--- src/bfa_pkg.sv ---
// ----------------------------------------------------------------------------
// bfa_pkg
// Shared types and constants for the bitmap frame allocator: request and
// response beats, action and status codes, controller states and map sizing.
// ----------------------------------------------------------------------------
package bfa_pkg;

    // Number of 4 KiB frames under management.
    localparam int FRAMES     = 65536;
    localparam int PAGE_SHIFT = 12;
    localparam int MAP_WORDS  = (FRAMES + 31) / 32;
    localparam int WORD_AW    = (MAP_WORDS > 1) ? $clog2(MAP_WORDS) : 1;
    localparam int FREE_W     = $clog2(FRAMES + 1);
    // Frame numbers carry 20 bits; the limit compared against them is one bit wider.
    localparam int FRAME_W    = 32 - PAGE_SHIFT;

    // Request action codes.
    typedef enum logic [1:0] {
        ACT_ALLOC   = 2'd0,
        ACT_FREE    = 2'd1,
        ACT_RESERVE = 2'd2,
        ACT_NONE    = 2'd3
    } action_t;

    // Response status codes.
    typedef enum logic [1:0] {
        STAT_DONE     = 2'd0,
        STAT_NO_FRAME = 2'd1,
        STAT_RANGE    = 2'd2,
        STAT_UNUSED   = 2'd3
    } status_t;

    // Controller states.
    typedef enum logic [2:0] {
        S_CLEAR,
        S_IDLE,
        S_SCAN,
        S_RMW,
        S_DONE
    } state_t;

    // One request beat.
    typedef struct packed {
        action_t     action;
        logic [31:0] frame_address;
    } req_t;

    // One response beat.
    typedef struct packed {
        logic [31:0] granted_address;
        status_t     status;
        logic [16:0] frames_left;
    } rsp_t;

    // Result of the lowest-clear-bit search on one map word.
    typedef struct packed {
        logic       found;
        logic [4:0] index;
    } bit_hit_t;

endpackage

--- src/bfa_bit_find.sv ---
// ----------------------------------------------------------------------------
// bfa_bit_find
// Finds the lowest clear bit of one 32-bit map word (a clear bit is a free
// frame) and reports whether any bit is clear.
// ----------------------------------------------------------------------------
module bfa_bit_find (
    input  logic [31:0]       word,
    output bfa_pkg::bit_hit_t hit
);

    // Priority encoder, lowest index wins.
    always_comb
    begin
        hit.found = 1'b0;
        hit.index = 5'd0;
        for (int i = 31; i >= 0; i--)
        begin
            if (!word[i])
            begin
                hit.found = 1'b1;
                hit.index = 5'(i);
            end
        end
    end

endmodule

--- config.mk ---
export PLATFORM = sky130hd
export DESIGN_NAME = bfa_bit_find
export DESIGN_NICKNAME = d
export VERILOG_FILES = /design/src/bfa_pkg.sv /design/src/bfa_bit_find.sv
export SDC_FILE = /design/constraint.sdc
export NUM_CORES = 1
export LEC_CHECK = 0
export ABC_AREA = 1
export CORE_AREA = 2 2 39 41
export DETAILED_ROUTE_END_ITERATION = 7
export DIE_AREA = 0 0 41 43
export DONT_BUFFER_PORTS = 1
export GPL_ROUTABILITY_DRIVEN = 0
export PLACE_DENSITY = 0.47
export SYNTH_ARGS = -nofsm -noshare
export SYNTH_HDL_FRONTEND = slang
export SYNTH_SLANG_ARGS = --single-unit
--- constraint.sdc ---
create_clock -name vclk -period 3.6
set_input_delay 0.72 -clock vclk [all_inputs]
set_output_delay 0.72 -clock vclk [all_outputs]
set_load 0.02 [all_outputs]
==> impl_results.md <==
* Clk pwr share at 0%
* Sequential-to-total area share from yosys stat at 0%
* CP Launch Type: input pin
* Setup TNS at 0 ps
* Post-layout util at 25.9%
* GR Overflow Total at 0
* Area delta synth->final at 5.90%
* Status: completed
* Worst Hold Class: input pin to output pin
* Hold Vio Cnt, Final at 0
* Fin nets at 112
* Switching power share of the total at about three fifths
* Int Pwr at 10.2 uW
* WP data required at 2880 ps
* Worst endpoint data arrival time at 2250 ps
* DRC Markers at 0
* Mean routed wirelength per cell at about 9.5 um
* Tcrit/Tclk final at 82.5%
* # setup viols final at 0
* # clk buffers at 0
* Seq_cells at 0
* Detailed Place HPWL at between 800 and 900 um
* Layout cell share with drive strength beyond 1 at about 1.3%
* Initial core utilization at 24.5%
* Crit path largest cell delay at 250 ps
* Cells after Synth at about 80
* RSZ-0062 raised after global routing: no
* CP Class: input pin to output pin
* IO Port Bufs at 0
* Yosys top cell area share at 47.6%
* Hold Path Sink: hit[1]
* Number of global-route vias before repair at ~380
* Setup bufs post-CTS at 0
* Cell area after synthesis at 339 um2
* Die H at 43 um
* Setup crit end kind: output pin
* DRT Wirelength at 895 um
* First-pass GRT wire length at 1280 um
* TritonRoute pass-1 iters at 4
* DR vias/cell at between 5 and 6
* Slew headroom at 50.2%
* Core area at 1380 um2
* Hold path depth at 2
* Peak VDD IR at ~0.019 mV
* Largest net degree at the start of global routing at 5
* Power Density at approximately 70 nW/um2
* Most used cell, CP: nand2_1
* Synth area leader: nand2_1
* Final Max Slew Viols at 0
* Initial DRC Count at 10
* Hold WS at 1570 ps
* Register area at 0 um2
* FP Rows at 14
* Unique masters post-synth at 13
* Hold_sp: word[1]
* Leak pwr at 0.167 nW
* Synthesized net count at 110
* Logic pwr share at between 90% and 100%
* Max Clock Freq at 337 MHz
* Gr busiest metal: met2
* Initial antenna violation count at 0
* Worst slew pin tran at 743 ps
* Die X-Extent at roughly 41 um
* Syn Area/Cell at roughly 4.3 um2
* # IOs at 38
* Met2 Use GR at 15.9%
* M1 GR Usage at a little over an eighth
* CTS resizes at 0
* Slowest-stage cell, CP: a21oi_2
* Top area cells in the synthesized netlist: nand2_1 (48%), nor2_1 (13%), nand4_1 (7.4%)
* Yosys warns at 0
* Crit Path Max Fanout at 3
* Cts-stage hold buffer count at 0
* Maxcap violations at 0
* Number of diodes at 0
* Fillers at 179
* Reg power frac at 0%
* Total Routing Usage GR at 9.39%
* Vias at 482
* Die footprint at roughly 1800 um2
* Final ANT Viol Nets at 0
* NetSw at 14.6 uW
* Final critical-path required period at 2970 ps
* Grt met3 use at 0.524%
[layout make-up]
| class | instances | area (um2) | area share, % |
|---|---|---|---|
| multi-input combinational | 73 | 320 | 89.2 |
| tap | 16 | 20.0 | 5.57 |
| inverter | 5 | 18.8 | 5.23 |
[logic make-up (layout without fill, tap and decap cells)]
logic type,after synthesis,in the layout,synth area share (%)
buf+inv,5,5,5.54
simple gates,63,63,74.2
compound gates,10,10,20.3
[synthesized netlist by cell type, drive strengths merged]
cell    count
o21a        1
nand4       4
a211oi      2
inv         5
nor2       12
nand3       4
a21oi       2
a31oi       2
a21boi      1
o211ai      1
nand2      43
o21ai       1
[worst max-delay path, delay by kind of cell]
kind / cells / cell delay [ps]
buf+inv: 1 / 30
compound gates: 1 / 250
simple gates: 27 / 1250
[metrics by stage]
stage	instances	setup slack [ps]	cell area, um2	power, mW
floorplan	78	754	339	0.0222
global placement	94	636	359	0.0248
detailed placement	94	611	359	0.0251
CTS	94	601	359	0.0253
global route	94	256	359	0.0298
finish	94	629	359	0.0248
[cells in the final DEF, fill, tap and decap left out]
cell,synthesis,final
a211oi_1,2,2
nand3_1,4,4
o21a_1,1,1
a21oi_1,1,1
o21ai_0,1,1
a31oi_1,2,2
a21oi_2,1,1
a21boi_0,1,1
nand4_1,4,4
nand2_1,43,43
nor2_1,12,12
inv_1,5,5
o211ai_1,1,1
[worst max-delay path by stage]
stage | startpoint | endpoint | slack [ps]
global placement | word[31] | hit[0] | 640
floorplan | word[31] | hit[0] | 750
finish | word[31] | hit[0] | 630
CTS | word[31] | hit[0] | 600
global route | word[31] | hit[0] | 260
detailed placement | word[31] | hit[0] | 610
[power by group through the flow]
| stage | Sequential [mW] | Combinational, mW | Clock [mW] |
|---|---|---|---|
| 6_report | 0 | 0.0248 | 0 |
| 5_1_grt | 0 | 0.0298 | 0 |
| 4_1_cts | 0 | 0.0253 | 0 |
| 3_5_place_dp | 0 | 0.0251 | 0 |
| 3_3_place_gp | 0 | 0.0248 | 0 |
| 2_1_floorplan | 0 | 0.0222 | 0 |
[routing by layer]
layer	vias to the layer above	share of wire, %
li1	256	-
met2	31	42
met5	-	0
met3	0	17
met4	0	0
met1	195	41
(Power assumes the default switching activity.)
